**config.mk**
```make
export PLATFORM = sky130hd
export DESIGN_NAME = ip_address_text_classifier_core_flat
export DESIGN_NICKNAME = d
export VERILOG_FILES = /design/src/rtl/ipc_pkg.sv /design/src/rtl/ipc_if.sv /design/src/rtl/ip_address_text_classifier_core.sv /design/src/rtl/ipc_front.sv /design/src/rtl/ipc_queue.sv /design/src/rtl/ipc_back.sv /design/src/flat_wrapper.sv
export SDC_FILE = /design/constraint.sdc
export NUM_CORES = 1
export LEC_CHECK = 0
export BUFFER_PORTS_ARGS = -buffer_cell sky130_fd_sc_hd__buf_4
export CAP_MARGIN = 20
export CORE_MARGIN = 2
export CORE_UTILIZATION = 58
export CTS_BUF_LIST = sky130_fd_sc_hd__clkbuf_16
export CTS_CLUSTER_SIZE = 24
export DETAILED_ROUTE_END_ITERATION = 16
export PLACE_DENSITY = 0.76
export SKIP_LAST_GASP = 1
export SLEW_MARGIN = 20
export SYNTH_ARGS = -nofsm -noshare
export SYNTH_HDL_FRONTEND = slang
export SYNTH_SLANG_ARGS = --single-unit
```
**constraint.sdc**
```tcl
create_clock -name clk_i -period 6.25 [get_ports clk_i]
set_input_delay 1.25 -clock clk_i [delete_from_list [all_inputs] [get_ports clk_i]]
set_output_delay 1.25 -clock clk_i [all_outputs]
set_load 0.005 [all_outputs]
```
**src/rtl/ipc_pkg.sv**
```systemverilog
// Shared types, codes and helpers for the IP address text classifier.
package ipc_pkg;

  // Verdict codes on the result channel.
  localparam logic [1:0] VERDICT_NEITHER = 2'd0;
  localparam logic [1:0] VERDICT_IPV4    = 2'd1;
  localparam logic [1:0] VERDICT_IPV6    = 2'd2;

  // Character codes used by the classifier.
  localparam logic [7:0] CHAR_DOT   = 8'd46;
  localparam logic [7:0] CHAR_COLON = 8'd58;
  localparam logic [7:0] CHAR_ZERO  = 8'd48;
  localparam logic [7:0] CHAR_NINE  = 8'd57;
  localparam logic [7:0] CHAR_LC_A  = 8'd97;
  localparam logic [7:0] CHAR_LC_F  = 8'd102;
  localparam logic [7:0] CHAR_UC_A  = 8'd65;
  localparam logic [7:0] CHAR_UC_F  = 8'd70;

  // Group limits.
  localparam int unsigned V4_MAX_VALUE = 255;
  localparam int unsigned V4_MAX_DIGS  = 3;
  localparam int unsigned V4_LAST_DOT  = 3;
  localparam int unsigned V6_MAX_DIGS  = 4;
  localparam int unsigned V6_LAST_COL  = 7;

  // Token queue between front and back; depth must be a power of two.
  localparam int unsigned QUEUE_DEPTH = 2;
  localparam int unsigned QUEUE_PTR_W = $clog2(QUEUE_DEPTH);
  localparam int unsigned QUEUE_CNT_W = $clog2(QUEUE_DEPTH + 1);

  typedef enum logic [2:0] {
    TOK_DOT,
    TOK_COLON,
    TOK_DEC,
    TOK_HEX,
    TOK_OTHER
  } ipc_kind_e;

  typedef struct packed {
    ipc_kind_e  kind;
    logic [3:0] digit;
    logic       last;
  } ipc_token_t;

  function automatic ipc_token_t classify(input logic [7:0] c, input logic last);
    ipc_token_t t;
    t.last  = last;
    t.digit = 4'(c - CHAR_ZERO);
    if (c == CHAR_DOT) begin
      t.kind = TOK_DOT;
    end else if (c == CHAR_COLON) begin
      t.kind = TOK_COLON;
    end else if (c inside {[CHAR_ZERO:CHAR_NINE]}) begin
      t.kind = TOK_DEC;
    end else if (c inside {[CHAR_LC_A:CHAR_LC_F], [CHAR_UC_A:CHAR_UC_F]}) begin
      t.kind = TOK_HEX;
    end else begin
      t.kind = TOK_OTHER;
    end
    return t;
  endfunction

endpackage

```
**src/rtl/ipc_if.sv**
```systemverilog
// Valid/ready channel interfaces for characters in and verdicts out.
interface ipc_char_if;
  logic       valid;
  logic       ready;
  logic [7:0] character;
  logic       last;

  modport source (output valid, output character, output last, input ready);
  modport sink (input valid, input character, input last, output ready);
endinterface

interface ipc_verdict_if;
  logic       valid;
  logic       ready;
  logic [1:0] verdict;

  modport source (output valid, output verdict, input ready);
  modport sink (input valid, input verdict, output ready);
endinterface

```
**src/rtl/ip_address_text_classifier_core.sv**
```systemverilog
// IP address text classifier: top level tying front, token queue and checker together.
// Throughput: one character per cycle, sustained, when the result side keeps up.
// A last character's verdict is valid once its token has passed the front register, a queue slot
//   and the verdict register (the first loaded at the edge that takes the request).
// The rate is set by the rule update in the back stage.
// Reset (rst_ni low, asynchronous) empties the queue and rearms both rule checkers.
module ip_address_text_classifier_core (
  input  logic          clk_i,
  input  logic          rst_ni,
  ipc_char_if.sink      in_i,
  ipc_verdict_if.source out_o
);

  // front -> queue
  logic                push_valid;
  logic                push_ready;
  ipc_pkg::ipc_token_t push_token;

  // queue -> back
  logic                pop_valid;
  logic                pop_ready;
  ipc_pkg::ipc_token_t pop_token;

  // Front classifies each character into a token (dot, colon, decimal digit,
  // hex letter or other) and holds it in a register.
  ipc_front u_front (
    .clk_i        (clk_i),
    .rst_ni       (rst_ni),
    .in_i         (in_i),
    .push_valid_o (push_valid),
    .push_ready_i (push_ready),
    .push_token_o (push_token)
  );

  // Short FIFO lets the front keep taking requests while the verdict
  // register waits on the result side.
  ipc_queue u_queue (
    .clk_i        (clk_i),
    .rst_ni       (rst_ni),
    .push_valid_i (push_valid),
    .push_ready_o (push_ready),
    .push_token_i (push_token),
    .pop_valid_o  (pop_valid),
    .pop_ready_i  (pop_ready),
    .pop_token_o  (pop_token)
  );

  // Back runs both rule sets side by side; on the last token it loads the
  // verdict register and clears its state for the next text.
  ipc_back u_back (
    .clk_i       (clk_i),
    .rst_ni      (rst_ni),
    .pop_valid_i (pop_valid),
    .pop_ready_o (pop_ready),
    .pop_token_i (pop_token),
    .out_o       (out_o)
  );

endmodule

```
**src/rtl/ipc_front.sv**
```systemverilog
// Front stage: accepts characters and registers their class as a token.
module ipc_front (
  input  logic               clk_i,
  input  logic               rst_ni,
  ipc_char_if.sink           in_i,
  output logic               push_valid_o,
  input  logic               push_ready_i,
  output ipc_pkg::ipc_token_t push_token_o
);

  logic                tok_valid_q, tok_valid_d;
  ipc_pkg::ipc_token_t tok_q, tok_d;
  logic                accept;

  assign in_i.ready = !tok_valid_q || push_ready_i;
  assign accept     = in_i.valid && in_i.ready;

  always_comb begin
    tok_valid_d = tok_valid_q;
    tok_d       = tok_q;
    if (accept) begin
      tok_valid_d = 1'b1;
      tok_d       = ipc_pkg::classify(in_i.character, in_i.last);
    end else if (push_ready_i) begin
      tok_valid_d = 1'b0;
    end
  end

  always_ff @(posedge clk_i or negedge rst_ni) begin
    if (!rst_ni) begin
      tok_valid_q <= 1'b0;
    end else begin
      tok_valid_q <= tok_valid_d;
    end
  end

  always_ff @(posedge clk_i) begin
    tok_q <= tok_d;
  end

  assign push_valid_o = tok_valid_q;
  assign push_token_o = tok_q;

endmodule

```
**src/rtl/ipc_queue.sv**
```systemverilog
// Short token FIFO decoupling the front stage from the checker.
module ipc_queue (
  input  logic                clk_i,
  input  logic                rst_ni,
  input  logic                push_valid_i,
  output logic                push_ready_o,
  input  ipc_pkg::ipc_token_t push_token_i,
  output logic                pop_valid_o,
  input  logic                pop_ready_i,
  output ipc_pkg::ipc_token_t pop_token_o
);

  ipc_pkg::ipc_token_t                    mem_q [ipc_pkg::QUEUE_DEPTH];
  logic [ipc_pkg::QUEUE_PTR_W-1:0]        wr_ptr_q, rd_ptr_q;
  logic [ipc_pkg::QUEUE_CNT_W-1:0]        count_q;
  logic                                   push, pop;

  assign push_ready_o = count_q != ipc_pkg::QUEUE_CNT_W'(ipc_pkg::QUEUE_DEPTH);
  assign pop_valid_o  = count_q != '0;
  assign push         = push_valid_i && push_ready_o;
  assign pop          = pop_valid_o && pop_ready_i;
  assign pop_token_o  = mem_q[rd_ptr_q];

  always_ff @(posedge clk_i or negedge rst_ni) begin
    if (!rst_ni) begin
      wr_ptr_q <= '0;
      rd_ptr_q <= '0;
      count_q  <= '0;
    end else begin
      if (push) wr_ptr_q <= wr_ptr_q + 1'b1;
      if (pop) rd_ptr_q <= rd_ptr_q + 1'b1;
      if (push && !pop) begin
        count_q <= count_q + 1'b1;
      end else if (pop && !push) begin
        count_q <= count_q - 1'b1;
      end
    end
  end

  always_ff @(posedge clk_i) begin
    if (push) mem_q[wr_ptr_q] <= push_token_i;
  end

endmodule

```
**src/rtl/ipc_back.sv**
```systemverilog
// Back stage: runs the IPv4 and IPv6 rule checks and issues the verdict.
module ipc_back (
  input  logic                clk_i,
  input  logic                rst_ni,
  input  logic                pop_valid_i,
  output logic                pop_ready_o,
  input  ipc_pkg::ipc_token_t pop_token_i,
  ipc_verdict_if.source       out_o
);

  logic       v4_ok_q, v4_ok_d;
  logic [2:0] v4_groups_q, v4_groups_d;
  logic [8:0] v4_value_q, v4_value_d;
  logic [1:0] v4_digits_q, v4_digits_d;
  logic       v4_lz_q, v4_lz_d;
  logic       v6_ok_q, v6_ok_d;
  logic [3:0] v6_groups_q, v6_groups_d;
  logic [2:0] v6_digits_q, v6_digits_d;
  logic       colon_q, colon_d;
  logic       dot_q, dot_d;
  logic       out_valid_q, out_valid_d;
  logic [1:0] verdict_q, verdict_d;

  logic        fire;
  logic        v4_good, v6_good, v4_good_n, v6_good_n;
  logic [11:0] prod;
  logic        n_v4_ok, n_v4_lz, n_v6_ok, n_colon, n_dot;
  logic [2:0]  n_v4_groups;
  logic [8:0]  n_v4_value;
  logic [1:0]  n_v4_digits;
  logic [3:0]  n_v6_groups;
  logic [2:0]  n_v6_digits;
  logic [1:0]  verdict;

  // A token without last never produces a result, so it never waits.
  assign pop_ready_o = !pop_token_i.last || !out_valid_q || out_o.ready;
  assign fire        = pop_valid_i && pop_ready_o;

  assign v4_good = (v4_digits_q != 2'd0) && (v4_value_q <= 9'(ipc_pkg::V4_MAX_VALUE));
  assign v6_good = (v6_digits_q >= 3'd1) && (v6_digits_q <= 3'(ipc_pkg::V6_MAX_DIGS));
  assign prod    = {v4_value_q, 3'b000} + {2'b00, v4_value_q, 1'b0}
                 + {8'd0, pop_token_i.digit};

  always_comb begin
    n_v4_ok     = v4_ok_q;
    n_v4_groups = v4_groups_q;
    n_v4_value  = v4_value_q;
    n_v4_digits = v4_digits_q;
    n_v4_lz     = v4_lz_q;
    n_v6_ok     = v6_ok_q;
    n_v6_groups = v6_groups_q;
    n_v6_digits = v6_digits_q;
    n_colon     = colon_q;
    n_dot       = dot_q;

    // IPv4 view
    case (pop_token_i.kind)
      ipc_pkg::TOK_DOT: begin
        n_dot = 1'b1;
        if (!v4_good || v4_groups_q >= 3'(ipc_pkg::V4_LAST_DOT)) n_v4_ok = 1'b0;
        if (v4_groups_q < 3'd4) n_v4_groups = v4_groups_q + 3'd1;
        n_v4_value  = '0;
        n_v4_digits = '0;
        n_v4_lz     = 1'b0;
      end
      ipc_pkg::TOK_DEC: begin
        if (v4_digits_q == 2'd0) begin
          n_v4_lz = pop_token_i.digit == 4'd0;
        end else if (v4_lz_q) begin
          n_v4_ok = 1'b0;
        end
        if (v4_digits_q >= 2'(ipc_pkg::V4_MAX_DIGS)) begin
          n_v4_ok = 1'b0;
        end else begin
          n_v4_digits = v4_digits_q + 2'd1;
        end
        // saturate overlong values at 256
        if (prod > 12'(ipc_pkg::V4_MAX_VALUE)) begin
          n_v4_value = 9'(ipc_pkg::V4_MAX_VALUE + 1);
          n_v4_ok    = 1'b0;
        end else begin
          n_v4_value = prod[8:0];
        end
      end
      default: n_v4_ok = 1'b0;
    endcase

    // IPv6 view
    case (pop_token_i.kind)
      ipc_pkg::TOK_COLON: begin
        n_colon = 1'b1;
        if (!v6_good || v6_groups_q >= 4'(ipc_pkg::V6_LAST_COL)) n_v6_ok = 1'b0;
        if (v6_groups_q < 4'd8) n_v6_groups = v6_groups_q + 4'd1;
        n_v6_digits = '0;
      end
      ipc_pkg::TOK_DEC, ipc_pkg::TOK_HEX: begin
        if (v6_digits_q >= 3'(ipc_pkg::V6_MAX_DIGS)) n_v6_ok = 1'b0;
        if (v6_digits_q < 3'd5) n_v6_digits = v6_digits_q + 3'd1;
      end
      default: n_v6_ok = 1'b0;
    endcase
  end

  assign v4_good_n = (n_v4_digits != 2'd0) && (n_v4_value <= 9'(ipc_pkg::V4_MAX_VALUE));
  assign v6_good_n = (n_v6_digits >= 3'd1) && (n_v6_digits <= 3'(ipc_pkg::V6_MAX_DIGS));

  always_comb begin
    verdict = ipc_pkg::VERDICT_NEITHER;
    if (n_colon) begin
      if (n_v6_ok && v6_good_n && n_v6_groups == 4'(ipc_pkg::V6_LAST_COL))
        verdict = ipc_pkg::VERDICT_IPV6;
    end else if (n_dot) begin
      if (n_v4_ok && v4_good_n && n_v4_groups == 3'(ipc_pkg::V4_LAST_DOT))
        verdict = ipc_pkg::VERDICT_IPV4;
    end
  end

  always_comb begin
    v4_ok_d     = v4_ok_q;
    v4_groups_d = v4_groups_q;
    v4_value_d  = v4_value_q;
    v4_digits_d = v4_digits_q;
    v4_lz_d     = v4_lz_q;
    v6_ok_d     = v6_ok_q;
    v6_groups_d = v6_groups_q;
    v6_digits_d = v6_digits_q;
    colon_d     = colon_q;
    dot_d       = dot_q;
    out_valid_d = out_valid_q && !out_o.ready;
    verdict_d   = verdict_q;
    if (fire) begin
      if (pop_token_i.last) begin
        // text done: report and rearm for the next one
        out_valid_d = 1'b1;
        verdict_d   = verdict;
        v4_ok_d     = 1'b1;
        v4_groups_d = '0;
        v4_value_d  = '0;
        v4_digits_d = '0;
        v4_lz_d     = 1'b0;
        v6_ok_d     = 1'b1;
        v6_groups_d = '0;
        v6_digits_d = '0;
        colon_d     = 1'b0;
        dot_d       = 1'b0;
      end else begin
        v4_ok_d     = n_v4_ok;
        v4_groups_d = n_v4_groups;
        v4_value_d  = n_v4_value;
        v4_digits_d = n_v4_digits;
        v4_lz_d     = n_v4_lz;
        v6_ok_d     = n_v6_ok;
        v6_groups_d = n_v6_groups;
        v6_digits_d = n_v6_digits;
        colon_d     = n_colon;
        dot_d       = n_dot;
      end
    end
  end

  always_ff @(posedge clk_i or negedge rst_ni) begin
    if (!rst_ni) begin
      v4_ok_q     <= 1'b1;
      v4_groups_q <= '0;
      v4_value_q  <= '0;
      v4_digits_q <= '0;
      v4_lz_q     <= 1'b0;
      v6_ok_q     <= 1'b1;
      v6_groups_q <= '0;
      v6_digits_q <= '0;
      colon_q     <= 1'b0;
      dot_q       <= 1'b0;
      out_valid_q <= 1'b0;
    end else begin
      v4_ok_q     <= v4_ok_d;
      v4_groups_q <= v4_groups_d;
      v4_value_q  <= v4_value_d;
      v4_digits_q <= v4_digits_d;
      v4_lz_q     <= v4_lz_d;
      v6_ok_q     <= v6_ok_d;
      v6_groups_q <= v6_groups_d;
      v6_digits_q <= v6_digits_d;
      colon_q     <= colon_d;
      dot_q       <= dot_d;
      out_valid_q <= out_valid_d;
    end
  end

  always_ff @(posedge clk_i) begin
    verdict_q <= verdict_d;
  end

  assign out_o.valid   = out_valid_q;
  assign out_o.verdict = verdict_q;

endmodule

```
**src/flat_wrapper.sv**
```systemverilog
// flat-port wrapper written by rule: the top's interface ports become plain ports
module ip_address_text_classifier_core_flat 
  (clk_i, rst_ni, in_i_valid, in_i_character, in_i_last, in_i_ready, out_o_valid, out_o_verdict, out_o_ready);
  ipc_char_if in_i_i ();
  ipc_verdict_if out_o_i ();
  input  logic clk_i;
  input  logic rst_ni;
  input wire logic [$bits(in_i_i.valid)-1:0] in_i_valid;
  input wire logic [$bits(in_i_i.character)-1:0] in_i_character;
  input wire logic [$bits(in_i_i.last)-1:0] in_i_last;
  output wire logic [$bits(in_i_i.ready)-1:0] in_i_ready;
  output wire logic [$bits(out_o_i.valid)-1:0] out_o_valid;
  output wire logic [$bits(out_o_i.verdict)-1:0] out_o_verdict;
  input wire logic [$bits(out_o_i.ready)-1:0] out_o_ready;
  assign in_i_i.valid = in_i_valid;
  assign in_i_i.character = in_i_character;
  assign in_i_i.last = in_i_last;
  assign in_i_ready = in_i_i.ready;
  assign out_o_valid = out_o_i.valid;
  assign out_o_verdict = out_o_i.verdict;
  assign out_o_i.ready = out_o_ready;
  ip_address_text_classifier_core u_core (.clk_i(clk_i), .rst_ni(rst_ni), .in_i(in_i_i), .out_o(out_o_i));
endmodule
```
# Yosys cells after proc, flatten, opt, wreduce, memory -nomap -nowiden
# Memories as Yosys holds them, arrays and structs flattened.
# Cells that the tools add are included.
# classes
reduce_logical	45
muxes	48
n_eq_ne	9
n_lt_le_gt_ge	20
addsub	11
# ops
op	count
$mux W1	24
$le A9 B8 Y1 const B	2
$mux W3	6
$mux W9	2
$pmux W9 S2	1
$logic_and A1 B1 Y1	17
$eq A8 B6 Y1 const B	2
$ge A8 B7 Y1 const B	2
$le A8 B7 Y1 const B	2
$mux W2	7
$add A12 B10 Y12	1
$add A12 B4 Y12	1
$gt A12 B8 Y1 const B	1
$mux W4	3
$reduce_bool A2 Y1	6
$eq A3 B2 Y1 const B	3
$ge A8 B6 Y1 const B	1
$le A8 B6 Y1 const B	1
$logic_not A1 Y1	8
$add A3 B1 Y3 const B	2
$ge A3 B1 Y1 const B	2
$le A3 B3 Y1 const B	2
$lt A3 B3 Y1 const B	2
$pmux W1 S2	3
25 further kinds	32
# word_totals
elab_cells	155
input_bits	13
mem_count	1
out_inout_bits	4
ff_bits	42
ram_bits	16
# memory_table
memory	depth	word_bits	rd	rd_clocked_by_memory_dff	write_ports	line_no	text
u_core.u_queue.mem_q	2	8	1	0	1	ipc_queue.sv:13	ipc_pkg::ipc_token_t mem_q [ipc_pkg::QUEUE_DEPTH];

# Depth between registers and ports, before layout
# depth
depth_word	12
mapped_depth	11
mapped_depth_nobuf	10

# By module
# A second synthesis with hierarchy kept.
# unflattened
cells_unflattened	326
area_unflattened_um2	3398.3
# modules_own_cells
mod	area_each_um2	n_inst	seq_area_each_um2	cells_each
ipc_back	2189.6	1	738.2	251
ipc_queue	787.0	1	580.6	43
ipc_front	421.7	1	265.3	32

# Worst setup path after synthesis
# Ideal clock, no wire load.
# synth_path
path_type	reg-to-reg
from	register u_core.u_queue.rd_ptr_q
to	register u_core.u_back.v4_value_q[8]
t_required_ns	6.129
t_arrival_ns	3.244
setup_time_ns	0.121
synth_period_minus_slack_ns	3.365
stages_incl_launch_ff	12
path_slack_ns	2.885
n_path_buf	1
path_cell_list	dfrtp_1 -> buf_4 -> mux2_2 -> ha_1 -> ha_1 -> fa_1 -> a211oi_1 -> nor3_2 -> mux2i_1 -> a2111oi_4 -> nand3_2 -> a22o_1
# synth_via
elab_chain_len	6
word_cells_on_any_way	12
cone_classes	1 x add/sub; 1 x order compare; 1 x eq/ne; 3 x mux; 5 x reduce/logical; 1 x memory
# synth_lines
element	line_no	text
start: declaration	ipc_queue.sv:14	logic [ipc_pkg::QUEUE_PTR_W-1:0] wr_ptr_q, rd_ptr_q;
start signal: assignment	ipc_queue.sv:31	if (pop) rd_ptr_q <= rd_ptr_q + 1'b1;
$mem_v2 Z2 W8 (*)	n/a	
$add A12 B4 Y12	ipc_back.sv:42	+ {8'd0, pop_token_i.digit};
$gt A12 B8 Y1	ipc_back.sv:78	if (prod > 12'(ipc_pkg::V4_MAX_VALUE)) begin
$mux W9	ipc_back.sv:78	
$pmux W9 S2	ipc_back.sv:57	case (pop_token_i.kind)
$mux W9	ipc_back.sv:132	if (pop_token_i.last) begin
end signal: assignment	ipc_back.sv:177	v4_value_q <= v4_value_d;
end: declaration	ipc_back.sv:13	logic [8:0] v4_value_q, v4_value_d;
# Mark *: on every way between the ends. The rest lies on a longest branch, timed or not.
# A chain may end at the register's enable or synchronous reset.

# Worst setup path after layout
# Same ends and word-level chain as after synthesis.

==> results.toml <==
[yosys]
yosysTopAreaCell = "edfxtp_1"
ys.flop_type = "dfrtp_1"
synth_nets = 354
synth_area_sq_mm = 0.00338
yosysMostFrequentCell = "nand2_1"
synth_edf_count = 26
synthArstFlopShare = 0.552
synth_common_cells = "nand2_1, dfrtp_1, nor2_1"
avgSynthCellArea_sq_um = 10.7
syn_inst = 316
ys_seq_area_frac = 0.469
ys_ff_latch = 58
synth_area_leaders = "edfxtp_1, dfrtp_1, ha_1"
yosys_warnings = 0
synth_top_area_share = 0.231
ys_types = 64

[timing]
clock.fmax_mhz = 265
maxSlewViolCount = 0
rsz0062_at_grt = "false"
tightest_slew_ps = 772
period_share = 0.605
setup_tns_ps = 0
skew_ps = 8.70
max_slew_margin = 0.483
finalSetupViolations = 0
hold_viol = 0
fin_crit_ps = 3780

[setup_path]
startpoint = "u_core.u_queue.rd_ptr_q"
reg2reg_from = "u_core.u_queue.rd_ptr_q"
path_class = "flop to flop"
critPathMaxFanout = 15
arrival_ps = 3990
startpoint_type = "flop"
worstSetupEndpointType = "flop"
regToRegSetupSlack_ps = 2470
required_ps = 6460

[floorplan]
die_y_um = 80.3
die-area_sq_mm = 0.00645
ios = 17
core_area_sq_mm = 0.00557
rows = 27
die_width_um = 80.3
start_util = 0.606

[placement]
hpwl_mm = 4.59
io_buffer_count = 16
place_area_sq_mm = 0.00357
gp_congestion = 0.855

[grt]
grt_max_degree = 33
overflow = 0
first_global_vias = 2498
gr-usage-all-layers = 0.232
antenna_found_initial = 0
grt_pass1_wl_mm = 11.4

[clocking]
clk_path_buf_depth = 2
htree_num_levels = 3
numCtsBuffers = 9
post_cts_resize_count = 0
clkLatencyLatePin_ps = 320
cts_setup_buffers = 0
clock-sinks = 58
cts_tree = "done"
clock_tree.root_cell = "clkbuf_16"
clk_pin_slew_ps = 50
cts_hold_buf = 0

[finish]
fill_cells = 400
antennaDiodeCount = 0
syn_to_final_growth_pct = 14.8
drive_gt1_frac = 0.157
layout.nets = 376
final_util = 0.696
finalInstanceArea_sq_mm = 0.00388

[routing]
drc = 0
vias = 2451
wirelength_mm = 6.46
ant_nets = 0
firstDrtPassIters = 4
viasPerCell = 5.91
first_iter_violations = 193
wl_per_cell_um = 15.6

[outcome]
status = "finished clean"

[power_and_ir_drop]
p_per_area_mw_per_mm2 = 431
p_leak_uw = 0.00168
max-vdd-ir-drop_mv = 0.345

[min_path]
hp-class = "flop to flop"
min_from = "u_core.u_front.push_token_o[7]"

[job]
maxCapViolCount = 0
==> placed cells by master (no fill, tap or decap), types with 5 or more instances in the layout <==
cell type and count:
nor2_1 27, inv_1 11, dfrtp_1 30, mux2_2 5
nand3_1 7, a21oi_1 11, xnor2_1 5, o21ai_1 6
buf_4 17, edfxtp_1 26, clkbuf_16 9, xor2_1 6
nor2b_1 5, o21ai_0 19, mux2i_1 9, nand2_1 40
nand2b_1 9, ha_1 23
==> flip-flops by register name, indices dropped and copies added (netlist names), 2 cells and up <==
name and cells:
u_core.u_back.out_o.verdict 2, u_core.u_back.v4_digits_q 2, u_core.u_front.push_token_o 8, u_core.u_back.v4_value_q 9
u_core.u_back.v6_groups_q 4, u_core.u_back.v6_digits_q 3, u_core.u_queue.mem_q 16, u_core.u_back.v4_groups_q 3
u_core.u_queue.count_q 2
==> final cells by class <==
cell class                 count  area, sq um  area share
sequential                    58         1580       0.408
tap                           72         90.1      0.0232
multi-input combinational    241         1730       0.445
clock inverter                 7         85.1      0.0219
inverter                      11         41.3      0.0106
timing repair buffer          17          128      0.0329
clock buffer                   9          225      0.0581
==> through the flow <==
step           hold WS, ps  std cells  total power, uW  setup slack, ps
3_3_place_gp           422        399             1160             2570
3_5_place_dp           431        399             1170             2490
5_1_grt                450        415             1790             2250
6_report               442        415             1670             2470
2_1_floorplan          421        316             1020             2890
4_1_cts                441        415             1680             2470
==> cell families (layout without fill, tap and decap cells) <==
group,Yosys count,after routing,share of synthesized area
adder cells (fa/ha/maj),25,25,0.0970
flip-flops,58,58,0.469
buffers and inverters,17,44,0.0204
XOR/XNOR,11,11,0.0285
multiplexers,14,14,0.0433
AO/OA/AOI/OAI,74,74,0.162
AND/OR/NAND/NOR,117,117,0.180
==> worst paths after layout <==
| path | endpoint | depth (start not counted) |
|---|---|---|
| max | u_core.u_back.v4_value_q[8] | 10 |
| min in group asynchronous | u_core.u_back.v6_groups_q[1] | 1 |
| min reg2reg | u_core.u_queue.mem_q[1][7] | 0 |
| max in group asynchronous | u_core.u_back.v4_ok_q | 1 |
| min | u_core.u_queue.mem_q[1][7] | 0 |
| max reg2reg | u_core.u_back.v4_value_q[8] | 10 |
==> power by group <==
group | total, uW | internal [uW] | switching [uW] | leakage (uW)
clock | 504 | 344 | 160 | 0.000154
sequential | 611 | 518 | 92.8 | 0.000667
combinational | 558 | 227 | 331 | 0.000862
==> critical path, stage by stage (launching register included) <==
cell	delay, ps
dfrtp_1	700
mux2_2	420
ha_1	280
ha_1	220
fa_1	430
a211oi_1	470
nor3_2	100
mux2i_1	170
a2111oi_4	370
nand3_2	250
a22o_1	260
==> layer usage <==
metal | track usage | vias to the layer above | part of all wire
met5 | 0 | - | 0
met4 | 0.0780 | 0 | 0.011
met3 | 0.0551 | 7 | 0.037
met2 | 0.381 | 47 | 0.50
met1 | 0.302 | 1177 | 0.45
li1 | - | 1220 | -
(Power assumes the default switching activity.)
